==> config.mk <==
export PLATFORM = sky130hd
export DESIGN_NAME = iso8601_timestamp_to_epoch
export DESIGN_NICKNAME = d
export VERILOG_FILES = /design/src/sv/isots_pkg.sv /design/src/sv/iso8601_timestamp_to_epoch.sv /design/src/sv/isots_dp.sv /design/src/sv/isots_ctrl.sv
export VERILOG_INCLUDE_DIRS = /design/src /design/src/sv
export SDC_FILE = /design/constraint.sdc
export NUM_CORES = 2
export LEC_CHECK = 0
export ABC_AREA = 1
export BUFFER_PORTS_ARGS = -buffer_cell sky130_fd_sc_hd__buf_2
export CAP_MARGIN = 20
export CORE_ASPECT_RATIO = 2
export CORE_MARGIN = 5
export CORE_UTILIZATION = 30
export DETAILED_ROUTE_END_ITERATION = 12
export PLACE_DENSITY = 0.49
export SYNTH_ARGS = -nofsm -noshare
export SYNTH_HDL_FRONTEND = slang
export SYNTH_SLANG_ARGS = --single-unit
==> constraint.sdc <==
create_clock -name clock -period 6.4 [get_ports clock]
set_input_delay 1.28 -clock clock [delete_from_list [all_inputs] [get_ports clock]]
set_output_delay 1.28 -clock clock [all_outputs]
set_load 0.01 [all_outputs]
==> src/sv/iso8601_timestamp_to_epoch_assert.svh <==
// ----------------------------------------------------------------------------
// Assertion macros for the timestamp-to-epoch converter
// Assertions are compiled only in simulation. Under synthesis the macros
// expand to nothing.
// ----------------------------------------------------------------------------
`ifndef ISO8601_TIMESTAMP_TO_EPOCH_ASSERT_SVH
`define ISO8601_TIMESTAMP_TO_EPOCH_ASSERT_SVH
`ifndef SYNTHESIS
// same-cycle implication
`define ISOTS_ASSERT_NOW(lbl, ante, cons, msg) \
   lbl: assert property (@(posedge clock) disable iff (reset) (ante) |-> (cons)) \
      else $error(msg);
// next-cycle implication
`define ISOTS_ASSERT_NEXT(lbl, ante, cons, msg) \
   lbl: assert property (@(posedge clock) disable iff (reset) (ante) |=> (cons)) \
      else $error(msg);
`else
`define ISOTS_ASSERT_NOW(lbl, ante, cons, msg)
`define ISOTS_ASSERT_NEXT(lbl, ante, cons, msg)
`endif
`endif

==> src/sv/isots_pkg.sv <==
// ----------------------------------------------------------------------------
// isots_pkg
// Types, character codes and arithmetic constants shared by the converter.
// ----------------------------------------------------------------------------
package isots_pkg;

   localparam int CH_W    = 8;
   localparam int EPOCH_W = 39;

   localparam logic [7:0] CH_NUL   = 8'h00;
   localparam logic [7:0] CH_ZERO  = 8'h30;
   localparam logic [7:0] CH_NINE  = 8'h39;
   localparam logic [7:0] CH_DASH  = 8'h2D;
   localparam logic [7:0] CH_COLON = 8'h3A;
   localparam logic [7:0] CH_T     = 8'h54;
   localparam logic [7:0] CH_Z     = 8'h5A;
   localparam logic [7:0] CH_PLUS  = 8'h2B;

   // floor(x/12) = (x*43)>>9 for x <= 110
   localparam int MONTH_ROUND  = 11;
   localparam int DIV12_MUL    = 43;
   localparam int DIV12_SHIFT  = 9;
   // floor(x/400) = (x*10486)>>22 for x < 16384
   localparam int DIV400_MUL   = 10486;
   localparam int DIV400_SHIFT = 22;
   // floor(x/100) = (x*41)>>12 for x < 400
   localparam int DIV100_MUL   = 41;
   localparam int DIV100_SHIFT = 12;

   localparam int YEAR_BIAS      = 400;
   localparam int DAYS_PER_YEAR  = 365;
   localparam int DAYS_PER_ERA   = 146097;
   // civil day offset plus one era for the biased year
   localparam int EPOCH_DAY_BIAS = 865565;
   localparam int SEC_PER_DAY    = 86400;
   localparam int SEC_PER_HOUR   = 3600;
   localparam int SEC_PER_MIN    = 60;

   typedef enum logic [4:0] {
      POS_Y0, POS_Y1, POS_Y2, POS_Y3, POS_AFTER_YEAR,
      POS_MON0, POS_MON1, POS_AFTER_MON,
      POS_DAY0, POS_DAY1, POS_T,
      POS_HR0, POS_HR1, POS_AFTER_HR,
      POS_MIN0, POS_MIN1, POS_AFTER_MIN, POS_AFTER_COLON,
      POS_SEC1, POS_ZONE,
      POS_ZH0, POS_ZH1, POS_AFTER_ZH, POS_ZM0, POS_ZM1, POS_END
   } pos_type;

   typedef enum logic [3:0] {
      PH_PARSE, PH_C1, PH_C2, PH_C3, PH_C4, PH_C5, PH_C6, PH_C7, PH_C8, PH_LOAD
   } phase_type;

   typedef enum logic [3:0] {
      STEP_NONE, STEP_1, STEP_2, STEP_3, STEP_4, STEP_5, STEP_6, STEP_7, STEP_8
   } step_type;

   typedef enum logic [3:0] {
      ACC_NONE, ACC_YEAR, ACC_MONTH, ACC_DAY, ACC_HOUR, ACC_MINUTE, ACC_SECOND,
      ACC_ZH, ACC_ZM
   } acc_type;

   typedef struct packed {
      acc_type  acc;
      logic     push;       // 1: acc*10+d, 0: load d
      logic     zone_set;
      logic     zone_neg;
      step_type step;
      logic     out_load;
      logic     out_ok;
      logic     clear;
   } dp_cmd_type;

   typedef struct packed {
      logic is_nul;
      logic is_digit;
      logic is_dash;
      logic is_colon;
      logic is_t;
      logic is_z;
      logic is_plus;
   } dp_stat_type;

   // day of a March-based year on which month m0 (0 = January) starts
   function automatic logic [8:0] doy_of_month(logic [3:0] m0);
      logic [8:0] doy;
      unique case (m0)
         4'd0:    doy = 9'd306;
         4'd1:    doy = 9'd337;
         4'd2:    doy = 9'd0;
         4'd3:    doy = 9'd31;
         4'd4:    doy = 9'd61;
         4'd5:    doy = 9'd92;
         4'd6:    doy = 9'd122;
         4'd7:    doy = 9'd153;
         4'd8:    doy = 9'd184;
         4'd9:    doy = 9'd214;
         4'd10:   doy = 9'd245;
         4'd11:   doy = 9'd275;
         default: doy = 9'd0;
      endcase
      return doy;
   endfunction

endpackage

==> src/sv/iso8601_timestamp_to_epoch.sv <==
// ----------------------------------------------------------------------------
// iso8601_timestamp_to_epoch
// Parses an ISO 8601 timestamp (YYYY[-]MM[-]DDThh[:]mm[:][ss] then Z or
// +/-hh[:]mm), one character per item, and on the zero-byte terminator
// returns ok and signed UTC seconds since 1970 (0 when the text does not
// match). Out-of-range fields carry over as in timegm. Characters are taken
// one per cycle outside a conversion. A terminator stalls the input for
// the conversion: eight steps through the date datapath, then a load of
// the output register, and the next character can be accepted in the
// cycle in which the result is presented. The conversion waits only if
// the previous result is still held in the output register.
// ----------------------------------------------------------------------------
`include "iso8601_timestamp_to_epoch_assert.svh"

module iso8601_timestamp_to_epoch (
   input  logic                                 clock,
   input  logic                                 reset,
   input  logic                                 req_valid,
   output logic                                 req_stall,
   input  logic [isots_pkg::CH_W-1:0]           req_ch,
   output logic                                 rsp_valid,
   input  logic                                 rsp_stall,
   output logic                                 rsp_ok,
   output logic signed [isots_pkg::EPOCH_W-1:0] rsp_epoch_seconds
);
   import isots_pkg::*;

   dp_cmd_type  cmd;
   dp_stat_type stat;

   isots_ctrl u_ctrl (
      .clock     (clock),
      .reset     (reset),
      .req_valid (req_valid),
      .req_stall (req_stall),
      .rsp_valid (rsp_valid),
      .rsp_stall (rsp_stall),
      .stat      (stat),
      .cmd       (cmd)
   );

   isots_dp u_dp (
      .clock             (clock),
      .reset             (reset),
      .req_ch            (req_ch),
      .cmd               (cmd),
      .stat              (stat),
      .rsp_ok            (rsp_ok),
      .rsp_epoch_seconds (rsp_epoch_seconds)
   );

   `ISOTS_ASSERT_NOW(a_fail_zero, rsp_valid && !rsp_ok, rsp_epoch_seconds == '0, "failed item carries nonzero seconds")
   `ISOTS_ASSERT_NEXT(a_term_stalls, req_valid && !req_stall && (req_ch == CH_NUL), req_stall, "input not stalled during conversion")
   `ISOTS_ASSERT_NEXT(a_load_valid, cmd.out_load, rsp_valid, "loaded result not presented")
   `ISOTS_ASSERT_NOW(a_load_free, cmd.out_load, !rsp_valid || !rsp_stall, "result register overwritten while held")

endmodule

==> src/sv/isots_dp.sv <==
// ----------------------------------------------------------------------------
// isots_dp
// Field accumulators, character classifier and the stepped date-to-seconds
// datapath, with the result register.
// ----------------------------------------------------------------------------
module isots_dp (
   input  logic                                 clock,
   input  logic                                 reset,
   input  logic [isots_pkg::CH_W-1:0]           req_ch,
   input  isots_pkg::dp_cmd_type                cmd,
   output isots_pkg::dp_stat_type               stat,
   output logic                                 rsp_ok,
   output logic signed [isots_pkg::EPOCH_W-1:0] rsp_epoch_seconds
);
   import isots_pkg::*;

   function automatic logic [6:0] push7(logic [6:0] acc, logic [3:0] d);
      logic [10:0] tmp;
      tmp = 11'(acc) * 11'd10 + 11'(d);
      return tmp[6:0];
   endfunction

   logic [3:0]  digit;
   logic [17:0] year_push;

   logic [13:0] year_ff;
   logic [6:0]  month_ff, day_ff, hour_ff, minute_ff, second_ff, zh_ff, zm_ff;
   logic        zone_neg_ff;

   // conversion registers
   logic [13:0] y_ff, y_in;
   logic [3:0]  m0_ff, m0_in;
   logic [18:0] hsec_ff, hsec_in, zsec_ff, zsec_in;
   logic [4:0]  era_ff, era_in;
   logic [18:0] tod_ff, tod_in, zone_ff, zone_in;
   logic [8:0]  yoe_ff, yoe_in;
   logic [17:0] yoe365_ff, yoe365_in;
   logic [1:0]  c100_ff, c100_in;
   logic [21:0] era_days_ff, era_days_in;
   logic [17:0] doe_ff, doe_in;
   logic [23:0] days_ff, days_in;
   logic [EPOCH_W-1:0] dsec_ff, dsec_in, secs_ff, secs_in;
   logic        rsp_ok_ff;
   logic [EPOCH_W-1:0] rsp_epoch_ff;

   logic [7:0]  t8;
   logic [13:0] q12_prod;
   logic [3:0]  q12, r12;
   logic [27:0] era_prod;
   logic [13:0] c100_prod;
   logic signed [41:0] day_sec_prod;

   assign digit = 4'(req_ch - CH_ZERO);
   assign year_push = 18'(year_ff) * 18'd10 + 18'(digit);

   always_comb begin
      stat.is_nul   = (req_ch == CH_NUL);
      stat.is_digit = (req_ch >= CH_ZERO) && (req_ch <= CH_NINE);
      stat.is_dash  = (req_ch == CH_DASH);
      stat.is_colon = (req_ch == CH_COLON);
      stat.is_t     = (req_ch == CH_T);
      stat.is_z     = (req_ch == CH_Z);
      stat.is_plus  = (req_ch == CH_PLUS);
   end

   always_ff @(posedge clock) begin
      if (reset || cmd.clear) begin
         year_ff     <= '0;
         month_ff    <= '0;
         day_ff      <= '0;
         hour_ff     <= '0;
         minute_ff   <= '0;
         second_ff   <= '0;
         zh_ff       <= '0;
         zm_ff       <= '0;
         zone_neg_ff <= 1'b0;
      end else begin
         unique case (cmd.acc)
            ACC_NONE:   ;
            ACC_YEAR:   year_ff   <= year_push[13:0];
            ACC_MONTH:  month_ff  <= cmd.push ? push7(month_ff, digit)  : 7'(digit);
            ACC_DAY:    day_ff    <= cmd.push ? push7(day_ff, digit)    : 7'(digit);
            ACC_HOUR:   hour_ff   <= cmd.push ? push7(hour_ff, digit)   : 7'(digit);
            ACC_MINUTE: minute_ff <= cmd.push ? push7(minute_ff, digit) : 7'(digit);
            ACC_SECOND: second_ff <= cmd.push ? push7(second_ff, digit) : 7'(digit);
            ACC_ZH:     zh_ff     <= cmd.push ? push7(zh_ff, digit)     : 7'(digit);
            ACC_ZM:     zm_ff     <= cmd.push ? push7(zm_ff, digit)     : 7'(digit);
            default:    ;
         endcase
         if (cmd.zone_set) begin
            zone_neg_ff <= cmd.zone_neg;
         end
      end
   end

   always_comb begin
      // step 1: month carry into the year, March-based year, time of day and zone
      t8       = 8'(month_ff) + 8'(MONTH_ROUND);
      q12_prod = 14'(t8) * 14'(DIV12_MUL);
      q12      = 4'(q12_prod >> DIV12_SHIFT);
      r12      = 4'(t8 - 8'(q12) * 8'd12);
      m0_in    = r12;
      y_in     = 14'(year_ff) + 14'(q12) + 14'(YEAR_BIAS - 1) - 14'(r12 <= 4'd1);
      hsec_in  = 19'(hour_ff) * 19'(SEC_PER_HOUR);
      zsec_in  = 19'(zh_ff) * 19'(SEC_PER_HOUR);
      // step 2
      era_prod = 28'(y_ff) * 28'(DIV400_MUL);
      era_in   = 5'(era_prod >> DIV400_SHIFT);
      tod_in   = hsec_ff + 19'(minute_ff) * 19'(SEC_PER_MIN) + 19'(second_ff);
      zone_in  = zsec_ff + 19'(zm_ff) * 19'(SEC_PER_MIN);
      // step 3
      yoe_in   = 9'(y_ff - 14'(era_ff) * 14'(YEAR_BIAS));
      // step 4
      yoe365_in   = 18'(yoe_ff) * 18'(DAYS_PER_YEAR);
      c100_prod   = 14'(yoe_ff) * 14'(DIV100_MUL);
      c100_in     = 2'(c100_prod >> DIV100_SHIFT);
      era_days_in = 22'(era_ff) * 22'(DAYS_PER_ERA);
      // step 5
      doe_in   = yoe365_ff + 18'(yoe_ff >> 2) - 18'(c100_ff) + 18'(doy_of_month(m0_ff));
      // step 6: wraps to two's complement
      days_in  = 24'(era_days_ff) + 24'(doe_ff) + 24'(day_ff) - 24'(EPOCH_DAY_BIAS + 1);
      // step 7
      day_sec_prod = $signed(days_ff) * $signed(18'(SEC_PER_DAY));
      dsec_in  = EPOCH_W'(day_sec_prod);
      // step 8: '+' zone subtracts, '-' zone adds
      if (zone_neg_ff) begin
         secs_in = dsec_ff + EPOCH_W'(tod_ff) + EPOCH_W'(zone_ff);
      end else begin
         secs_in = dsec_ff + EPOCH_W'(tod_ff) - EPOCH_W'(zone_ff);
      end
   end

   always_ff @(posedge clock) begin
      unique case (cmd.step)
         STEP_NONE: ;
         STEP_1: begin
            y_ff    <= y_in;
            m0_ff   <= m0_in;
            hsec_ff <= hsec_in;
            zsec_ff <= zsec_in;
         end
         STEP_2: begin
            era_ff  <= era_in;
            tod_ff  <= tod_in;
            zone_ff <= zone_in;
         end
         STEP_3: yoe_ff <= yoe_in;
         STEP_4: begin
            yoe365_ff   <= yoe365_in;
            c100_ff     <= c100_in;
            era_days_ff <= era_days_in;
         end
         STEP_5: doe_ff  <= doe_in;
         STEP_6: days_ff <= days_in;
         STEP_7: dsec_ff <= dsec_in;
         STEP_8: secs_ff <= secs_in;
         default: ;
      endcase
      if (cmd.out_load) begin
         rsp_ok_ff    <= cmd.out_ok;
         rsp_epoch_ff <= cmd.out_ok ? secs_ff : '0;
      end
   end

   assign rsp_ok            = rsp_ok_ff;
   assign rsp_epoch_seconds = $signed(rsp_epoch_ff);

endmodule

==> src/sv/isots_ctrl.sv <==
// ----------------------------------------------------------------------------
// isots_ctrl
// Grammar state machine, handshake control and conversion sequencer.
// ----------------------------------------------------------------------------
module isots_ctrl (
   input  logic                   clock,
   input  logic                   reset,
   input  logic                   req_valid,
   output logic                   req_stall,
   output logic                   rsp_valid,
   input  logic                   rsp_stall,
   input  isots_pkg::dp_stat_type stat,
   output isots_pkg::dp_cmd_type  cmd
);
   import isots_pkg::*;

   phase_type phase_ff, phase_in;
   pos_type   pos_ff, pos_in;
   logic      failed_ff, failed_in;
   logic      ok_ff, ok_in;
   logic      rsp_valid_ff, rsp_valid_in;

   always_ff @(posedge clock) begin
      if (reset) begin
         phase_ff     <= PH_PARSE;
         pos_ff       <= POS_Y0;
         failed_ff    <= 1'b0;
         ok_ff        <= 1'b0;
         rsp_valid_ff <= 1'b0;
      end else begin
         phase_ff     <= phase_in;
         pos_ff       <= pos_in;
         failed_ff    <= failed_in;
         ok_ff        <= ok_in;
         rsp_valid_ff <= rsp_valid_in;
      end
   end

   always_comb begin
      pos_type nxt;
      logic    bad;

      phase_in     = phase_ff;
      pos_in       = pos_ff;
      failed_in    = failed_ff;
      ok_in        = ok_ff;
      rsp_valid_in = rsp_valid_ff && rsp_stall;
      nxt          = POS_END;
      bad          = 1'b0;

      cmd.acc      = ACC_NONE;
      cmd.push     = 1'b0;
      cmd.zone_set = 1'b0;
      cmd.zone_neg = !stat.is_plus;
      cmd.step     = STEP_NONE;
      cmd.out_load = 1'b0;
      cmd.out_ok   = ok_ff;
      cmd.clear    = 1'b0;

      req_stall = (phase_ff != PH_PARSE);

      unique case (phase_ff)
         PH_PARSE: begin
            if (req_valid) begin
               if (stat.is_nul) begin
                  ok_in     = !failed_ff && (pos_ff == POS_END);
                  pos_in    = POS_Y0;
                  failed_in = 1'b0;
                  phase_in  = PH_C1;
               end else if (!failed_ff) begin
                  unique case (pos_ff)
                     POS_Y0, POS_Y1, POS_Y2, POS_Y3: begin
                        if (stat.is_digit) begin
                           cmd.acc = ACC_YEAR;
                           nxt     = pos_type'(5'(pos_ff) + 5'd1);
                        end else bad = 1'b1;
                     end
                     POS_AFTER_YEAR: begin
                        if (stat.is_dash) nxt = POS_MON0;
                        else if (stat.is_digit) begin
                           cmd.acc = ACC_MONTH;
                           nxt     = POS_MON1;
                        end else bad = 1'b1;
                     end
                     POS_MON0: begin
                        if (stat.is_digit) begin
                           cmd.acc = ACC_MONTH;
                           nxt     = POS_MON1;
                        end else bad = 1'b1;
                     end
                     POS_MON1: begin
                        if (stat.is_digit) begin
                           cmd.acc  = ACC_MONTH;
                           cmd.push = 1'b1;
                           nxt      = POS_AFTER_MON;
                        end else bad = 1'b1;
                     end
                     POS_AFTER_MON: begin
                        if (stat.is_dash) nxt = POS_DAY0;
                        else if (stat.is_digit) begin
                           cmd.acc = ACC_DAY;
                           nxt     = POS_DAY1;
                        end else bad = 1'b1;
                     end
                     POS_DAY0: begin
                        if (stat.is_digit) begin
                           cmd.acc = ACC_DAY;
                           nxt     = POS_DAY1;
                        end else bad = 1'b1;
                     end
                     POS_DAY1: begin
                        if (stat.is_digit) begin
                           cmd.acc  = ACC_DAY;
                           cmd.push = 1'b1;
                           nxt      = POS_T;
                        end else bad = 1'b1;
                     end
                     POS_T: begin
                        if (stat.is_t) nxt = POS_HR0;
                        else bad = 1'b1;
                     end
                     POS_HR0: begin
                        if (stat.is_digit) begin
                           cmd.acc = ACC_HOUR;
                           nxt     = POS_HR1;
                        end else bad = 1'b1;
                     end
                     POS_HR1: begin
                        if (stat.is_digit) begin
                           cmd.acc  = ACC_HOUR;
                           cmd.push = 1'b1;
                           nxt      = POS_AFTER_HR;
                        end else bad = 1'b1;
                     end
                     POS_AFTER_HR: begin
                        if (stat.is_colon) nxt = POS_MIN0;
                        else if (stat.is_digit) begin
                           cmd.acc = ACC_MINUTE;
                           nxt     = POS_MIN1;
                        end else bad = 1'b1;
                     end
                     POS_MIN0: begin
                        if (stat.is_digit) begin
                           cmd.acc = ACC_MINUTE;
                           nxt     = POS_MIN1;
                        end else bad = 1'b1;
                     end
                     POS_MIN1: begin
                        if (stat.is_digit) begin
                           cmd.acc  = ACC_MINUTE;
                           cmd.push = 1'b1;
                           nxt      = POS_AFTER_MIN;
                        end else bad = 1'b1;
                     end
                     // seconds are optional; the zone may follow directly
                     POS_AFTER_MIN, POS_AFTER_COLON, POS_ZONE: begin
                        priority if (stat.is_colon && (pos_ff == POS_AFTER_MIN)) begin
                           nxt = POS_AFTER_COLON;
                        end else if (stat.is_digit && (pos_ff != POS_ZONE)) begin
                           cmd.acc = ACC_SECOND;
                           nxt     = POS_SEC1;
                        end else if (stat.is_z) begin
                           nxt = POS_END;
                        end else if (stat.is_plus || stat.is_dash) begin
                           cmd.zone_set = 1'b1;
                           nxt          = POS_ZH0;
                        end else begin
                           bad = 1'b1;
                        end
                     end
                     POS_SEC1: begin
                        if (stat.is_digit) begin
                           cmd.acc  = ACC_SECOND;
                           cmd.push = 1'b1;
                           nxt      = POS_ZONE;
                        end else bad = 1'b1;
                     end
                     POS_ZH0: begin
                        if (stat.is_digit) begin
                           cmd.acc = ACC_ZH;
                           nxt     = POS_ZH1;
                        end else bad = 1'b1;
                     end
                     POS_ZH1: begin
                        if (stat.is_digit) begin
                           cmd.acc  = ACC_ZH;
                           cmd.push = 1'b1;
                           nxt      = POS_AFTER_ZH;
                        end else bad = 1'b1;
                     end
                     POS_AFTER_ZH: begin
                        if (stat.is_colon) nxt = POS_ZM0;
                        else if (stat.is_digit) begin
                           cmd.acc = ACC_ZM;
                           nxt     = POS_ZM1;
                        end else bad = 1'b1;
                     end
                     POS_ZM0: begin
                        if (stat.is_digit) begin
                           cmd.acc = ACC_ZM;
                           nxt     = POS_ZM1;
                        end else bad = 1'b1;
                     end
                     POS_ZM1: begin
                        if (stat.is_digit) begin
                           cmd.acc  = ACC_ZM;
                           cmd.push = 1'b1;
                           nxt      = POS_END;
                        end else bad = 1'b1;
                     end
                     // trailing text after the zone
                     default: bad = 1'b1;
                  endcase
                  if (bad) failed_in = 1'b1;
                  else pos_in = nxt;
               end
            end
         end
         PH_C1: begin cmd.step = STEP_1; phase_in = PH_C2;   end
         PH_C2: begin cmd.step = STEP_2; phase_in = PH_C3;   end
         PH_C3: begin cmd.step = STEP_3; phase_in = PH_C4;   end
         PH_C4: begin cmd.step = STEP_4; phase_in = PH_C5;   end
         PH_C5: begin cmd.step = STEP_5; phase_in = PH_C6;   end
         PH_C6: begin cmd.step = STEP_6; phase_in = PH_C7;   end
         PH_C7: begin cmd.step = STEP_7; phase_in = PH_C8;   end
         PH_C8: begin cmd.step = STEP_8; phase_in = PH_LOAD; end
         PH_LOAD: begin
            // wait for the output register to free up
            if (!rsp_valid_ff || !rsp_stall) begin
               cmd.out_load = 1'b1;
               cmd.clear    = 1'b1;
               rsp_valid_in = 1'b1;
               phase_in     = PH_PARSE;
            end
         end
         default: phase_in = PH_PARSE;
      endcase
   end

   assign rsp_valid = rsp_valid_ff;

endmodule

Word-level counts from Yosys, hierarchy flattened
Memory sizes are Yosys's and may differ from the RTL's. A register that Yosys moved wholly into a read port is not among the register bits.
Cells that the tools add are included.

operators by class
  add/subtract/negate cells = 28
  multiply operators = 20
  magnitude comparators = 3
  equal/unequal tests = 61
  muxes and demuxes = 91
  reductions and logical operators = 25

operators by type and width
  kind                    count
  $mux 5                  20
  $pmux 5 s19             1
  $add 39x19->39          2
  $mux 4                  19
  $pmux 4 s19             1
  $eq 5x5->1 const B      10
  $add 7x4->7             7
  $mul 7x3->6 const B     7
  $mux 7                  7
  $eq 4x3->1 const B      12
  $eq 5x4->1 const B      8
  $pmux 4 s10             1
  $mux 39                 1
  $sub 39x19->39          1
  $add 19x13->19          2
  $mul 24x11->32 const B  1
  $pmux 4 s8              1
  $mul 7x8->15 const B    2
  $add 14x4->14           2
  $mul 14x13->26 const B  1
  $mux 1                  26
  $add 24x7->24           1
  $eq 4x2->1 const B      6
  $eq 8x6->1 const B      3
  other kinds (52)        86

storage, ports and cells
  flip-flop bits (word level) = 371
  memory bits (read-only) = 144
  bits of input ports = 12
  logic and storage cells = 260
  memories = 1

memories
  memory           depth  bits a word  read ports  clocked after memory_dff  write ports  RTL line         text
  (no name shown)  16     9            1           1                         0            isots_pkg.sv:86  unique case (m0)

Longest topological paths before layout
  depth after elaboration = 14
  depth in mapped cells = 36

By module
A second synthesis with hierarchy kept.

second synthesis, totals
  cells, all modules = 4498
  area total of the unflattened synthesis = 39440.3 um^2

modules (own cells, without submodules)
  module      instances  cells an instance  area each (um^2)  seq. area each (um^2)
  isots_dp    1          4185               37676.1           10259.8
  isots_ctrl  1          313                1764.2            240.2

Worst setup path before layout
OpenSTA, ideal clock, no wires.

  path kind = flip-flop to flip-flop
  start point = reg u_dp.month_ff[0]
  end point = reg u_dp.y_ff[13] (data pin)
  setup time = 0.262 ns
  data arrival time = 6.080 ns
  setup slack = 0.057 ns
  stages on the path, launching flop included = 36
  buffers on the path = 0
  period minus slack after synthesis = 6.343 ns
  cell sequence = dfxtp_1 -> inv_1 -> ha_1 -> o21ai_0 -> nand3_1 -> xor2_1 -> ha_1 -> fa_1 -> inv_1 -> fa_1 -> inv_1 -> ha_1 -> nand2_1 -> inv_1 -> nand3_1 -> o21ai_0 -> xnor2_1 -> inv_1 -> ha_1 -> inv_1 -> nor2_1 -> o21ai_0 -> fa_1 -> ha_1 -> inv_1 -> fa_1 -> inv_1 -> nand3_1 -> and2_1 -> o21ai_0 -> nand2_1 -> nand2_1 -> a21boi_0 -> o21ai_0 -> a21oi_1 -> xor2_1

on the way
  elaborated cells between the ends (all ways) = 8
  classes of those cells = 5 x add/sub; 2 x mul; 1 x order compare

RTL lines
  element                 RTL line         text
  from (decl)             isots_dp.sv:27   logic [6:0] month_ff, day_ff, hour_ff, minute_ff, second_ff, zh_ff, zm_ff;
  from (signal assigned)  isots_dp.sv:81   ACC_MONTH: month_ff <= cmd.push ? push7(month_ff, digit) : 7'(digit);
  $add 7x4->8             isots_dp.sv:98   t8 = 8'(month_ff) + 8'(MONTH_ROUND);
  $sub 4x4->4             isots_dp.sv:101  r12 = 4'(t8 - 8'(q12) * 8'd12);
  via u_dp.m0_in[0]       isots_dp.sv:32   logic [3:0] m0_ff, m0_in;
  $le 4x1->1              isots_dp.sv:103  y_in = 14'(year_ff) + 14'(q12) + 14'(YEAR_BIAS - 1) - 14'(r12 <= 4'd1);
  $sub 14x1->14           isots_dp.sv:103
  via u_dp.y_in[13]       isots_dp.sv:31   logic [13:0] y_ff, y_in;
  to (signal assigned)    isots_dp.sv:137  y_ff <= y_in;
  to (decl)               isots_dp.sv:31

The timed path passes the listed nets, and every way through them passes these cells.
A chain may end at the register's enable or synchronous reset.

Worst setup path after layout
  start point = reg u_dp.month_ff[0]
  end point = reg u_dp.y_ff[13] (data pin)

on the way
  longest elaborated chain between the ends = 6
  elaborated cells between the ends (all ways) = 8
  classes of those cells = 5 x add/sub; 2 x mul; 1 x order compare

ends and longest elaborated chain
  element            RTL line         text
  $add 7x4->8 (*)    isots_dp.sv:98
  $mul 8x6->13       isots_dp.sv:99   q12_prod = 14'(t8) * 14'(DIV12_MUL);
  $mul 4x2->2        isots_dp.sv:101
  $sub 4x4->4 (*)    isots_dp.sv:101
  via u_dp.m0_in[2]  isots_dp.sv:32
  $le 4x1->1 (*)     isots_dp.sv:103
  $sub 14x1->14 (*)  isots_dp.sv:103
  via u_dp.y_in[13]  isots_dp.sv:31

Mark *: on every way through the listed nets, which the timed path passes. The rest lies on a longest branch.

==> results.py <==
metrics = {
    "place": {
        "placed_area_um2": 42100,
        "dp.cells": 6353,
        "hpwl_um": 87600,
        "gp_congestion": 0.933,
        "port_buffers": 53,
    },
    "timing": {
        "fin_crit_sh_pct": 93.3,
        "slew_headroom_pct": 29.4,
        "period_needed_ns": 5.97,
        "finalHoldViolCount": 0,
        "tightest_slew_ns": 1.06,
        "setup_violations": 0,
        "slew_viol_final": 0,
        "fmax_mhz": 168,
        "finClkSkew_ns": 0.0238,
    },
    "clock_tree": {
        "cts_made_buffers": 40,
        "clk_path_buf_depth": 3,
        "ctsHoldBuffers": 0,
        "clk_pin_slew_ns": 0.06,
        "cts.sink_count": 378,
        "htreeDepth": 2,
        "cts_root_buffer": "clkbuf_16",
        "cts_tree": "built",
        "insertion_delay_ns": 0.60,
    },
    "final_layout": {
        "ff_latch_area_um2": 10500,
        "multi_input_area_um2": 25500,
        "final_core_util_pct": 33.3,
        "drive_above_1_share_pct": 5.29,
        "nFillCells": 13600,
        "nets": 5620,
        "final_area_um2": 43600,
        "area_growth_pct": 10.5,
        "fin_cells": 6434,
    },
    "power": {
        "combPwrFrac_pct": 42.4,
        "netSwitchingPower_mw": 3.74,
        "swShare_pct": 38.8,
        "pwr-share-clk_pct": 26.7,
        "ir_worst_vdd_v": 0.000160,
        "p_int_mw": 5.90,
        "power.leakage_nw": 21.5,
        "powerDensity_nw_per_um2": 221,
        "seq_power_share_pct": 30.8,
    },
    "yosys": {
        "ys_types": 57,
        "syn_nets": 5509,
        "synth-seq-cells": 378,
        "netlist.area_leader.share_pct": 22.3,
        "synth_area_leaders": "edfxtp_1 (22%), ha_1 (21%), fa_1 (12%)",
        "netlist_instances": 4580,
        "syn_area_per_cell_um2": 8.62,
        "yosysWarnings": 0,
        "synth_top_area_cell": "edfxtp_1",
        "netlist_area_um2": 39500,
        "synth-main-ff-cell": "edfxtp_1",
        "synth-edff-count": 293,
        "synth_seq_area_share_pct": 26.6,
        "synth_async_sr_flop_share_pct": 0,
    },
    "min_path": {
        "holdCritPathClass": "reg2reg",
        "whs_path_depth": 0,
    },
    "worst_setup_path": {
        "max_stage_delay_ns": 0.56,
        "r2r-end": "u_dp.y_ff[13]",
        "crit_path_top_delay_cell": "fa_1",
        "crit_top_cell": "inv_1",
        "worst-path-max-fanout": 5,
        "cp_data_arrival_time_ns": 6.30,
        "rrSetupSlack_ns": 0.43,
        "required_ns": 6.73,
        "r2r_start": "u_dp.month_ff[0]",
        "endpoint": "u_dp.y_ff[13]",
        "rr_worst_depth": 34,
        "crit_path_start": "u_dp.month_ff[0]",
        "worstSetupEndpointType": "flop",
        "worstSetupPathType": "reg2reg",
        "start_kind": "flop",
    },
    "floorplanning": {
        "core_area_um2": 131000,
        "dieArea_um2": 139000,
        "pin_count": 54,
        "fp.dieH_um": 523,
        "start_util_pct": 30.1,
        "die_w_um": 267,
        "num_rows": 188,
    },
    "run_status": {
        "status": "finished, final reports clean",
    },
    "routing": {
        "dr.pass1.iters": 8,
        "wl_per_cell_um": 15.9,
        "drt_iter0_drc": 1028,
        "vias": 29900,
        "routed_wl_um": 102000,
        "vias_per_cell": 4.64,
        "drc": 0,
        "ant_nets": 0,
    },
    "global_routing": {
        "grt_max_degree": 52,
        "first_global_vias": 32200,
        "antenna_found_initial": 2,
        "grt_pass1_wl_um": 163000,
        "grt_usage_pct": 14.7,
        "grt-ovfl-total": 0,
    },
    "run": {
        "maxCapViolCount": 0,
    },
}
-- per-stage QoR --
step / worst slack, ns / TNS, ns / hold WS [ns] / power, mW
floorplan: 0.0575 / 0 / 0.400 / 6.01
global placement: -0.162 / -0.215 / 0.449 / 7.14
detailed placement: -0.232 / -0.352 / 0.444 / 7.15
CTS: 0.0113 / 0 / 0.456 / 9.81
global route: -0.0131 / -0.0131 / 0.462 / 10.4
finish: 0.432 / 0 / 0.461 / 9.64
-- state kept, by name, summed over array words and instances, names as in the netlist, 15 cells and up, named ones only --
signal / cells
u_dp.days_ff: 24
u_dp.era_days_ff: 22
u_dp.secs_ff: 39
u_dp.zsec_ff: 15
u_dp.dsec_ff: 32
u_dp.hsec_ff: 15
u_dp.yoe365_ff: 18
u_dp.doe_ff: 18
u_dp.zone_ff: 17
u_dp.tod_ff: 19
u_dp.rsp_epoch_seconds: 39
-- worst max-delay path: cells and delay by family (launching register included) --
kind            cells  cell delay [ns]
compound gates      9             1.05
xor+xnor            3             0.51
fa+ha+maj           8             2.69
buf+inv             9             0.70
flops               1             0.31
simple gates        5             0.45
-- cell usage in the layout, fill, tap and decap left out, types with 9 or more instances in the layout --
cell	n
xnor2_1	113
nand2_2	16
dfxtp_1	85
nor3_1	39
o21ai_1	11
edfxtp_1	293
o21a_1	15
xor2_1	213
a21oi_1	271
nor4_1	13
inv_2	16
nor2_2	11
nand2_1	651
nor2_1	372
o21ai_0	204
o21bai_1	21
buf_2	53
nor3b_1	9
ha_1	674
inv_1	924
clkbuf_16	41
a21o_1	12
a31oi_1	32
fa_1	238
or2_2	11
nand4_1	44
buf_4	39
nand3_1	183
-- timing repair --
item / in CTS / in global routing
setup buffers: 3 / 1
hold endpoints to repair: 0 / 0
endpoints found under the setup margin: 2 / 4
pin swaps: 6 / 7
gates resized for setup: 9 / 14
-- how the worst min path moves through the flow --
stage                      endpoint            from
global placement    u_dp.secs_ff[1]  u_dp.tod_ff[1]
floorplan           u_dp.secs_ff[0]  u_dp.tod_ff[0]
detailed placement  u_dp.secs_ff[1]  u_dp.tod_ff[1]
global route        u_dp.secs_ff[1]  u_dp.tod_ff[1]
finish              u_dp.secs_ff[1]  u_dp.tod_ff[1]
CTS                 u_dp.secs_ff[1]  u_dp.tod_ff[1]
-- power groups by stage --
stage               clock (mW)  sequential [mW]  combinational (mW)
CTS                       2.68             2.97                4.15
finish                    2.58             2.97                4.09
floorplan                    0             2.98                3.04
detailed placement           0             3.03                4.12
global route              2.75             2.98                4.71
global placement             0             3.03                4.11
-- area by class of cell --
| class | count | share of cell area (%) |
|---|---|---|
| diodes | 2 | 0.0115 |
| repair buffers | 93 | 1.34 |
| flip-flops and latches | 378 | 24.1 |
| well taps | 1710 | 4.90 |
| inverters | 942 | 8.11 |
| clock buffers | 49 | 2.44 |
| clock inverters | 24 | 0.786 |
| multi-input cells | 3236 | 58.3 |
-- layer usage --
metal	up-vias	track usage [%]	wire length, um
met2	380	32.6	62200
met5	-	0	0
li1	15100	-	-
met3	239	1.18	2040
met1	14100	12.0	31300
met4	0	7.92	6500
-- synth_stat cells (32+ instances only) --
cell type	n
a21oi_1	272
a31oi_1	32
dfxtp_1	85
edfxtp_1	293
fa_1	240
ha_1	677
inv_1	924
nand2_1	653
nand3_1	184
nand4_1	44
nor2_1	376
nor3_1	42
o21ai_0	210
xnor2_1	114
xor2_1	215
-- kinds of logic (layout without fill, tap and decap cells) --
logic type                 count (synthesis)  count (layout)  share of synthesized area [%]
adders and majority gates                917             917                           33.6
other                                      0               2                              0
and+or+nand+nor                         1380            1380                           14.8
buffers and inverters                    966            1108                           9.26
DFF                                      378             378                           26.6
xor gates and xnor gates                 329             329                           7.30
AOI/OAI and AO/OA                        610             610                           8.42
Note: power is estimated with default switching activity, not from simulation.
